## src/hdl/bca_pkg.sv

```systemverilog
// Shared types, codes and constants of the bandwidth counter accumulator.
// No dependencies.
package bca_pkg;

  localparam int NUM_IDS    = 1024;
  localparam int ID_W       = 10;
  localparam int ADDR_W     = $clog2(NUM_IDS);
  localparam int WORD_W     = 64;
  localparam int MUL_W      = 32;
  localparam int CORR_SHIFT = 20;
  localparam int ERR_BIT    = 63;
  localparam int UNAV_BIT   = 62;
  localparam int CFG_IDX_W  = 3;
  localparam int CFG_DATA_W = 32;
  localparam int CW_W       = 6;
  localparam int CF_W       = 21;

  typedef logic [ID_W-1:0]       id_t;
  typedef logic [ADDR_W-1:0]     addr_t;
  typedef logic [WORD_W-1:0]     word_t;
  typedef logic [1:0]            op_t;
  typedef logic [1:0]            kind_t;
  typedef logic [1:0]            status_t;
  typedef logic [CFG_IDX_W-1:0]  cfg_idx_t;
  typedef logic [CW_W-1:0]       cw_t;
  typedef logic [MUL_W-1:0]      sf_t;
  typedef logic [CF_W-1:0]       cf_t;

  localparam logic [ID_W:0] ID_LIMIT = (ID_W+1)'(NUM_IDS);

  localparam op_t OP_READ      = 2'd0;
  localparam op_t OP_RESET_ONE = 2'd1;
  localparam op_t OP_RESET_ALL = 2'd2;

  localparam kind_t EV_OCC   = 2'd0;
  localparam kind_t EV_TOTAL = 2'd1;
  localparam kind_t EV_LOCAL = 2'd2;

  localparam status_t ST_OK      = 2'd0;
  localparam status_t ST_DOMAIN  = 2'd1;
  localparam status_t ST_ERR     = 2'd2;
  localparam status_t ST_UNAVAIL = 2'd3;

  localparam cfg_idx_t CFG_COUNTER_WIDTH = 3'd0;
  localparam cfg_idx_t CFG_SCALE         = 3'd1;
  localparam cfg_idx_t CFG_THRESHOLD     = 3'd2;
  localparam cfg_idx_t CFG_CORR_FACTOR   = 3'd3;
  localparam cfg_idx_t CFG_TOTAL_EN      = 3'd4;
  localparam cfg_idx_t CFG_LOCAL_EN      = 3'd5;

  localparam cf_t Q20_ONE    = CF_W'(1048576);
  localparam cw_t CW_RESET   = CW_W'(24);
  localparam sf_t SF_RESET   = MUL_W'(1);
  localparam id_t THR_RESET  = ID_W'(1023);

  typedef struct packed {
    word_t prev;
    word_t sum;
  } entry_t;

  localparam int ENTRY_W = $bits(entry_t);

  typedef struct packed {
    logic  latch;
    logic  rd_en;
    logic  delta_en;
    logic  sum_en;
    logic  wr_reset;
    logic  clr_en;
    logic  clr_total;
    logic  clr_local;
    addr_t clr_addr;
    logic  x_raw;
    logic  x_corr;
    logic  mul_en;
    logic  mul_hi;
    logic  mul_cf;
    logic  acc_en;
    logic  acc_first;
    logic  acc_hi;
    logic  out_load;
  } dp_cmd_t;

  typedef struct packed {
    op_t  op;
    logic is_bw;
    logic id_ok;
    logic fail;
    logic corr;
    logic total_en;
    logic local_en;
  } dp_stat_t;

endpackage

```

## src/hdl/bca_ctrl.sv

```systemverilog
// Sequencer of the bandwidth counter accumulator: clear sweeps, read-modify-write
// steps, multiply schedule and the output beat. Depends on bca_pkg.
module bca_ctrl import bca_pkg::*; (
  input  logic     clk,
  input  logic     rst_n,
  input  logic     in_valid,
  output logic     in_ready,
  output logic     out_valid,
  input  logic     out_ready,
  input  dp_stat_t stat,
  output dp_cmd_t  cmd
);

  localparam logic [3:0] S_INIT  = 4'd0;
  localparam logic [3:0] S_IDLE  = 4'd1;
  localparam logic [3:0] S_DISP  = 4'd2;
  localparam logic [3:0] S_DELTA = 4'd3;
  localparam logic [3:0] S_SUM   = 4'd4;
  localparam logic [3:0] S_C0    = 4'd5;
  localparam logic [3:0] S_C1    = 4'd6;
  localparam logic [3:0] S_C2    = 4'd7;
  localparam logic [3:0] S_CX    = 4'd8;
  localparam logic [3:0] S_S0    = 4'd9;
  localparam logic [3:0] S_S1    = 4'd10;
  localparam logic [3:0] S_S2    = 4'd11;
  localparam logic [3:0] S_FIN   = 4'd12;
  localparam logic [3:0] S_WIPE  = 4'd13;

  logic [3:0] state_r, state_nxt;
  addr_t      sweep_r, sweep_nxt;
  logic       out_valid_r, out_valid_nxt;
  logic       sweep_last;

  assign sweep_last = (sweep_r == addr_t'(NUM_IDS - 1));
  assign out_valid  = out_valid_r;

  always_comb begin
    cmd       = '0;
    state_nxt = state_r;
    sweep_nxt = sweep_r;
    in_ready  = 1'b0;
    case (state_r)
      S_INIT, S_WIPE: begin
        cmd.clr_en    = 1'b1;
        cmd.clr_addr  = sweep_r;
        cmd.clr_total = (state_r == S_INIT) || stat.total_en;
        cmd.clr_local = (state_r == S_INIT) || stat.local_en;
        sweep_nxt     = sweep_r + addr_t'(1);
        if (sweep_last) begin
          sweep_nxt = '0;
          state_nxt = (state_r == S_INIT) ? S_IDLE : S_FIN;
        end
      end
      S_IDLE: begin
        in_ready = 1'b1;
        if (in_valid) begin
          cmd.latch = 1'b1;
          state_nxt = S_DISP;
        end
      end
      S_DISP: begin
        cmd.rd_en = 1'b1;
        state_nxt = S_FIN;
        case (stat.op)
          OP_READ: begin
            if (!stat.fail) begin
              if (stat.is_bw) begin
                state_nxt = S_DELTA;
              end else begin
                cmd.x_raw = 1'b1;
                state_nxt = S_S0;
              end
            end
          end
          OP_RESET_ONE: begin
            cmd.wr_reset = stat.is_bw && stat.id_ok;
          end
          OP_RESET_ALL: begin
            state_nxt = S_WIPE;
          end
          default: begin
            state_nxt = S_FIN;
          end
        endcase
      end
      S_DELTA: begin
        cmd.delta_en = 1'b1;
        state_nxt    = S_SUM;
      end
      S_SUM: begin
        cmd.sum_en = 1'b1;
        state_nxt  = stat.corr ? S_C0 : S_S0;
      end
      S_C0, S_S0: begin
        cmd.mul_en = 1'b1;
        cmd.mul_cf = (state_r == S_C0);
        state_nxt  = (state_r == S_C0) ? S_C1 : S_S1;
      end
      S_C1, S_S1: begin
        cmd.mul_en    = 1'b1;
        cmd.mul_hi    = 1'b1;
        cmd.mul_cf    = (state_r == S_C1);
        cmd.acc_en    = 1'b1;
        cmd.acc_first = 1'b1;
        state_nxt     = (state_r == S_C1) ? S_C2 : S_S2;
      end
      S_C2, S_S2: begin
        cmd.acc_en = 1'b1;
        cmd.acc_hi = 1'b1;
        state_nxt  = (state_r == S_C2) ? S_CX : S_FIN;
      end
      S_CX: begin
        cmd.x_corr = 1'b1;
        state_nxt  = S_S0;
      end
      S_FIN: begin
        if (!out_valid_r || out_ready) begin
          cmd.out_load = 1'b1;
          state_nxt    = S_IDLE;
        end
      end
      default: begin
        state_nxt = S_IDLE;
      end
    endcase
  end

  always_comb begin
    out_valid_nxt = out_valid_r;
    if (cmd.out_load) begin
      out_valid_nxt = 1'b1;
    end else if (out_ready) begin
      out_valid_nxt = 1'b0;
    end
  end

  always_ff @(posedge clk) begin
    if (!rst_n) begin
      state_r     <= S_INIT;
      sweep_r     <= '0;
      out_valid_r <= 1'b0;
    end else begin
      state_r     <= state_nxt;
      sweep_r     <= sweep_nxt;
      out_valid_r <= out_valid_nxt;
    end
  end

endmodule

```

## config.mk

```make
export PLATFORM = sky130hd
export DESIGN_NAME = bca_ctrl
export DESIGN_NICKNAME = d
export VERILOG_FILES = /design/src/hdl/bca_pkg.sv /design/src/hdl/bca_ctrl.sv
export SDC_FILE = /design/constraint.sdc
export NUM_CORES = 1
export LEC_CHECK = 0
export BUFFER_PORTS_ARGS = -buffer_cell sky130_fd_sc_hd__buf_2
export CAP_MARGIN = 20
export CORE_MARGIN = 10
export CORE_UTILIZATION = 27
export CTS_BUF_LIST = sky130_fd_sc_hd__clkbuf_16
export DETAILED_ROUTE_END_ITERATION = 6
export PLACE_DENSITY = 0.51
export SLEW_MARGIN = 20
export SYNTH_ARGS = -nofsm -noshare
export SYNTH_HDL_FRONTEND = slang
export SYNTH_SLANG_ARGS = --single-unit
```

## constraint.sdc

```tcl
create_clock -name clk -period 2 [get_ports clk]
set_clock_uncertainty 0.15 [all_clocks]
set_input_delay 0.4 -clock clk [delete_from_list [all_inputs] [get_ports clk]]
set_output_delay 0.4 -clock clk [all_outputs]
set_load 0.01 [all_outputs]
```

# Yosys cells after proc, flatten, opt, wreduce, memory -nomap -nowiden
# Cells that the tools add are included.
[classes]
n_addsub = 1
reduce_logical = 15
n_mux = 36
eq_ne = 19
[op_table]
columns = ["cell", "count"]
rows = [
  ["4-bit one-hot mux with 10 select lines", 1],
  ["4-bit 2-to-1 mux", 9],
  ["4-bit == test, second input constant", 6],
  ["1-bit 2-to-1 mux", 21],
  ["4-bit by 3-bit == test with 1-bit output, second input constant", 4],
  ["13-bit 2-to-1 mux", 1],
  ["10-bit by 1-bit adder with 10-bit output, second input constant", 1],
  ["10-bit == test, second input constant", 1],
  ["10-bit 2-to-1 mux", 1],
  ["4-bit by 2-bit == test with 1-bit output, second input constant", 2],
  ["4-bit one-hot mux with 2 select lines", 1],
  ["2-bit OR reduction", 4],
  ["4-bit OR reduction", 2],
  ["2-bit != test, second input constant", 3],
  ["4-bit by 1-bit == test with 1-bit output, second input constant", 1],
  ["4-bit zero test", 1],
  ["1-bit logical OR", 3],
  ["3-bit 2-to-1 mux", 1],
  ["3-bit AND reduction", 1],
  ["2-bit by 1-bit == test with 1-bit output, second input constant", 1],
  ["2-bit == test, second input constant", 1],
  ["2-bit zero test", 1],
  ["1-bit one-hot mux with 2 select lines", 1],
  ["2-bit nonzero test", 1],
  ["other kinds (2)", 2],
]
[word_totals]
input_bits = 12
output_inout_bits = 29
register_bits = 15

# Depth between registers and ports, before layout
# Gate-level depths: netlist of the first run.
[logic_depth]
depth_word = 5
mapped_depth = 8

# Worst setup path before layout of the first run
# No wires, ideal clock.
[synth_timing]
path_kind = "register to output"
startpoint = "register state_r[3]"
endpoint = "output cmd[10] (netlist name)"
t_arrival_ps = 1541
required_time_ps = 1450
path_slack_ps = -91
n_path_buf = 2
path_stages_with_launch = 7
path_cell_list = "dfxtp_1 > or3_1 > a21o_2 > inv_1 > buf_2 > buf_2 > and2_1"
[synth_rtl]
columns = ["item", "line", "rtl"]
rows = [
  ["from (decl)", "bca_ctrl.sv:29", "logic [3:0] state_r, state_nxt;"],
  ["from (signal assigned)", "bca_ctrl.sv:143", "state_r <= state_nxt;"],
  ["to (decl)", "bca_ctrl.sv:11", "output dp_cmd_t cmd"],
]

==> impl_metrics.csv, run 1 <==
group,metric,value,unit
clock_tree,path_clk_slew,50,ps
placed_design,port_buffers,40,
grt,antenna_found_initial,0,
grt,first_global_vias,1211,
grt,grt_pass1_wl,5202,µm
floorplanning,num_rows,22,
cells_and_area,num-nets-final,207,
route,routed_wl,3231,µm
sta,relSlewSlack,0.7867,
logic_synthesis,synth_top_area_frac,0.2844,
clock_tree,postCtsHoldBufs,0,
logic_synthesis,synth-seq-cells,15,
min_path,hold_class,"in -> reg",
critical_path,critPathRequiredTime,1450,ps
power,p_per_area,721.0,nW/µm²
floorplanning,initial_utilization,0.2842,
route,drtAntennaViolNets,0,
sta,max_freq,0.4648,GHz
clock_tree,clock-sinks,15,
floorplanning,die_h,82.54,µm
cells_and_area,regArea,302.8,µm²
sta,fin_setup_tns,-1585,ps
cells_and_area,multi_input_area,721.9,µm²
route,vias_per_cell,4.859,
route,wl_per_cell,13.41,µm
power,irDropWorstVdd,0.3091,mV
power,power,1.136,mW
cells_and_area,final_cell_mix,"buf_2 (38), buf_4 (20), nand2_1 (13), dfxtp_1 (13), and2_1 (12)",
placed_design,dp.cells,231,
route,drt_first_iter_violations,51,
critical_path,endpoint_kind,"output pin",
floorplanning,fp.dieArea,6813,µm²
logic_synthesis,synth_warnings,0,
sta,whs,358.7,ps
logic_synthesis,synth_area_leader_cell,"dfxtp_1",
sta,tightest_slew,315.8,ps
floorplanning,io_pins,41,
sta,hold_viol_final,0,
sta,setup_viol_count_final,13,
clock_tree,h-tree-depth,1,
clock_tree,cts_made_buffers,3,
route,drc_errors,0,
power,p_leak,0.7454,nW
critical_path,cp.arrival,1600,ps
clock_tree,cts_tree,"done",
clock_tree,insertion_delay,240,ps
cells_and_area,syn_to_final_growth,49.17,%
logic_synthesis,syn_inst,138,
route,drt-pass1-iter-count,6,
placed_design,gp_congestion,0.7069,
flow_run,cap_viol_max_count,0,
logic_synthesis,syn_area,1056,µm²
logic_synthesis,synth_area_leaders,"dfxtp_1 (28%), and2_1 (7.7%), nand4_1 (4.7%), nand2_1 (4.6%), xor2_1 (4.1%)",
clock_tree,root_buffer,"clkbuf_16",
sta,slew_viol_final,0,
placed_design,hpwl,2407,µm
grt,gr-total-overflow,0,
logic_synthesis,syn_nets,151,
clock_tree,clockBufferDepth,2,
critical_path,r2r_setup_slack,130,ps
cells_and_area,fillers,396,
sta,fin_crit,2151,ps
sta,final.period_utilization,1.076,
critical_path,path_class,"reg -> out",
sta,finalWorstSetupSlack,-151.3,ps
outcome,violations,"setup timing",
sta,rsz0062_at_grt,"yes",
cells_and_area,fin_util,0.4239,
logic_synthesis,syn_area_per_cell,7.652,µm²
outcome,status,"complete, but fails checks",
floorplanning,core,3716,µm²
logic_synthesis,yosysUniqueCellTypes,40,
grt,track_usage,0.09498,
route,vias,1171,
critical_path,crit_fanout,15,
cells_and_area,drive_above_1_share,0.4456,
logic_synthesis,yosysSeqAreaShare,0.2844,
grt,grt_max_degree,16,
cells_and_area,antenna_cells,0,
cells_and_area,layout_commonest_cell,"buf_2",
critical_path,start_kind,"flop",
cells_and_area,fin_cells,241,
floorplanning,die_w,82.54,µm
-- worst max-delay path, cell delays in order, from the launching register on --
cell and delay [ps]:
dfxtp_1 300, or3_4 390, a21o_4 220, inv_4 70
buf_12 120, and2_1 120, buf_2 130
-- power breakdown --
group | total (mW) | switching, mW | internal, mW | leakage, nW
sequential | 0.341 | 0.0179 | 0.324 | 0.122
clock | 0.386 | 0.121 | 0.265 | 0.0423
combinational | 0.409 | 0.191 | 0.218 | 0.581
-- through the flow --
| step | worst slack, ps | cell area [µm²] |
|---|---|---|
| CTS | -149.0 | 1530 |
| global route | -223.0 | 1575 |
| floorplan | -4.493 | 1065 |
| finish | -151.3 | 1575 |
| global placement | 77.34 | 1364 |
| detailed placement | 33.78 | 1364 |
-- registers in the layout, summed over array words and instances (netlist names) --
register / count
state_r: 4
sweep_r: 10
out_valid: 1
-- cell type report --
| cell class | count | area share |
|---|---|---|
| clock buffers | 3 | 0.04766 |
| clock inverters | 1 | 0.002383 |
| inverters | 4 | 0.01112 |
| flip-flops and latches | 15 | 0.1922 |
| repair buffers | 62 | 0.2502 |
| multi-input cells | 108 | 0.4583 |
| well taps | 48 | 0.03813 |
-- worst paths after layout --
| check | start | end | depth (start not counted) |
|---|---|---|---|
| max | state_r[3] | cmd[15] | 6 |
| min | rst_n | out_valid | 2 |
| max reg2reg | state_r[3] | state_r[3] | 9 |
| min reg2reg | sweep_r[9] | sweep_r[9] | 2 |
-- per-layer routing --
layer  up-vias  wire (µm)  GRT usage
met5         -          0          0
met4         0         88    0.05853
met3         9        289    0.03348
met2        38       1434     0.1524
met1       532       1419     0.1056
li1        592          -          -
-- synthesized netlist by cell type, drive strengths merged --
cell,count
inv,4
nor3,8
o41ai,1
nor4,3
or2b,2
nand3,4
or3,1
a21o,2
and2,15
ha,1
and3,4
a222oi,1
a31oi,1
nor2b,3
o2111ai,1
nand4,8
a211oi,1
xnor2,3
nor3b,1
o21a,1
and2b,1
clkbuf,6
nand2b,1
a31o,2
a21oi,7
nor2,11
xor2,5
a22oi,1
buf,5
nand2,13
o21ai,3
o22ai,1
and4,1
o311a,1
dfxtp,15
-- what timing repair did --
| item | CTS | global route |
|---|---|---|
| pin swaps | 0 | 4 |
| buffers inserted | 3 | 3 |
| setup endpoints to repair | 18 | 22 |
| gates resized for setup | 15 | 7 |
-- kinds of logic after synthesis --
| logic type | after synthesis | synth area share |
|---|---|---|
| compound gates | 23 | 0.1493 |
| xor+xnor | 8 | 0.06635 |
| buf+inv | 15 | 0.09478 |
| flops | 15 | 0.2844 |
| fa+ha+maj | 1 | 0.01185 |
| simple gates | 76 | 0.3934 |
Note: power is estimated with default switching activity, not from simulation.
==> run 2, diff against run 1 <==
CORE_MARGIN = not set   (was 10)
==> run 2 against run 1 <==
The run still ends with setup timing left; sequential cell count stayed put; critical path depth is 1 lower; sequential share of layout area is 2.1 points lower; sequential power is 1% lower; worst setup slack better by 28 ps; utilization is 5.7 points higher; critical path type unchanged; critical endpoint is now cmd[9].
==> impl_metrics.csv, run 2 (same netlist as run 1, synthesis figures left out) <==
group,metric,value,unit
outcome,status,"complete, but fails checks",
outcome,violations,"setup timing",
route,routed_wl,3234,µm
critical_path,start_kind,"flop",
clock_tree,postCtsHoldBufs,0,
sta,tightest_slew,356.2,ps
floorplanning,io_pins,41,
grt,first_global_vias,1188,
power,p_per_area,663.6,nW/µm²
critical_path,r2r_setup_slack,-90,ps
sta,whs,353.0,ps
floorplanning,fp.dieArea,4165,µm²
power,power,1.186,mW
flow_run,cap_viol_max_count,0,
sta,relSlewSlack,0.7603,
grt,grt_pass1_wl,5347,µm
sta,hold_viol_final,0,
floorplanning,core,3716,µm²
placed_design,gp_congestion,0.8332,
cells_and_area,drive_above_1_share,0.5333,
cells_and_area,regMostFlops,"sweep_r",
power,p_leak,0.8365,nW
clock_tree,cts_tree,"done",
critical_path,endpoint_kind,"output pin",
power,irDropWorstVdd,0.3081,mV
cells_and_area,syn_to_final_growth,69.31,%
placed_design,dp_slack,-217.1,ps
clock_tree,insertion_delay,250,ps
min_path,hold_class,"in -> reg",
route,drt_first_iter_violations,58,
critical_path,slowest_stage,"or3_4",
route,drtAntennaViolNets,0,
grt,track_usage,0.1653,
clock_tree,clock-sinks,15,
placed_design,hpwl,2154,µm
cells_and_area,layout_commonest_cell,"buf_2",
critical_path,path_class,"reg -> out",
critical_path,crit_fanout,7,
clock_tree,root_buffer,"clkbuf_16",
clock_tree,clockBufferDepth,2,
cells_and_area,final_cell_mix,"buf_2 (35), buf_4 (28), buf_6 (13)",
placed_design,port_buffers,40,
placed_design,placed_area,1389,µm²
cells_and_area,num-nets-final,224,
floorplanning,die_h,64.54,µm
floorplanning,num_rows,22,
grt,antenna_found_initial,0,
critical_path,slowest_delay,380,ps
cells_and_area,fin_util,0.4811,
floorplanning,initial_utilization,0.2842,
route,vias,1273,
critical_path,path_cells,"or3_4, a21o_4, clkinvlp_4, and2_4, buf_6",
cells_and_area,antenna_cells,0,
sta,fin_crit,2123,ps
cells_and_area,largest_register_ffs,10,
critical_path,cp.arrival,1570,ps
sta,final.period_utilization,1.062,
clock_tree,h-tree-depth,1,
critical_path,critPathRequiredTime,1450,ps
sta,finalWorstSetupSlack,-123.2,ps
route,drt-pass1-iter-count,4,
sta,slew_viol_final,0,
sta,rsz0062_at_grt,"yes",
sta,setup_viol_count_final,21,
floorplanning,die_w,64.54,µm
clock_tree,cts_made_buffers,3,
route,wl_per_cell,12.53,µm
clock_tree,path_clk_slew,50,ps
route,vias_per_cell,4.934,
grt,gr-total-overflow,0,
route,drc_errors,0,
cells_and_area,fin_area,1788,µm²
sta,max_freq,0.4710,GHz
grt,grt_max_degree,15,
==> run 2: cell types whose count changed in the layout (fill, tap and decap cells not counted), sizes merged <==
cell / previous run / this run
clkinvlp: 0 / 2
inv: 5 / 4
buf: 62 / 78
==> run 2: path summary, 6_finish.rpt <==
check             start  cells after the start         end
max          state_r[2]                      5      cmd[9]
min               rst_n                      2   out_valid
max reg2reg  state_r[2]                     10  state_r[2]
min reg2reg  sweep_r[9]                      2  sweep_r[9]
==> run 2: power by group <==
group          internal [mW]  switching (mW)
clock                  0.265           0.124
sequential             0.322          0.0154
combinational          0.254           0.206
total                  0.841           0.345
==> run 2: layout make-up <==
class,instances,area [µm²]
flip-flops and latches,15,305.3
repair buffers,78,561.8
clock buffers,3,75.07
well taps,48,60.06
repair inverters,1,7.507
clock inverters,1,3.754
inverters,4,18.77
fillers,372,1928
multi-input cells,108,755.7
==> run 2: per-layer routing <==
| metal | global-route usage | vias to the layer above | part of all wire |
|---|---|---|---|
| met2 | 0.2895 | 41 | 0.49 |
| met5 | 0 | - | 0 |
| met1 | 0.1822 | 592 | 0.43 |
| met4 | 0.1056 | 0 | 0.029 |
| met3 | 0.02993 | 8 | 0.052 |
| li1 | - | 632 | - |
==> run 2: through the flow <==
stage	instances	TNS [ps]
3_3_place_gp	236	-90.55
4_1_cts	256	-1483
5_1_grt	258	-2896
3_5_place_dp	236	-1088
6_report	258	-1674
2_1_floorplan	138	-35.94
==> run 2: worst max-delay path: cells and delay by family, from the launching register on <==
| kind | cells | cell delay, ps |
|---|---|---|
| compound gates | 1 | 240 |
| buf+inv | 2 | 210 |
| flops | 1 | 340 |
| simple gates | 2 | 540 |
==> run 2: what timing repair did <==
action	CTS	global route
gates resized for setup	36	11
cloned	1	0
buffers inserted	15	2
pin swaps	16	6
setup endpoints to repair	28	32
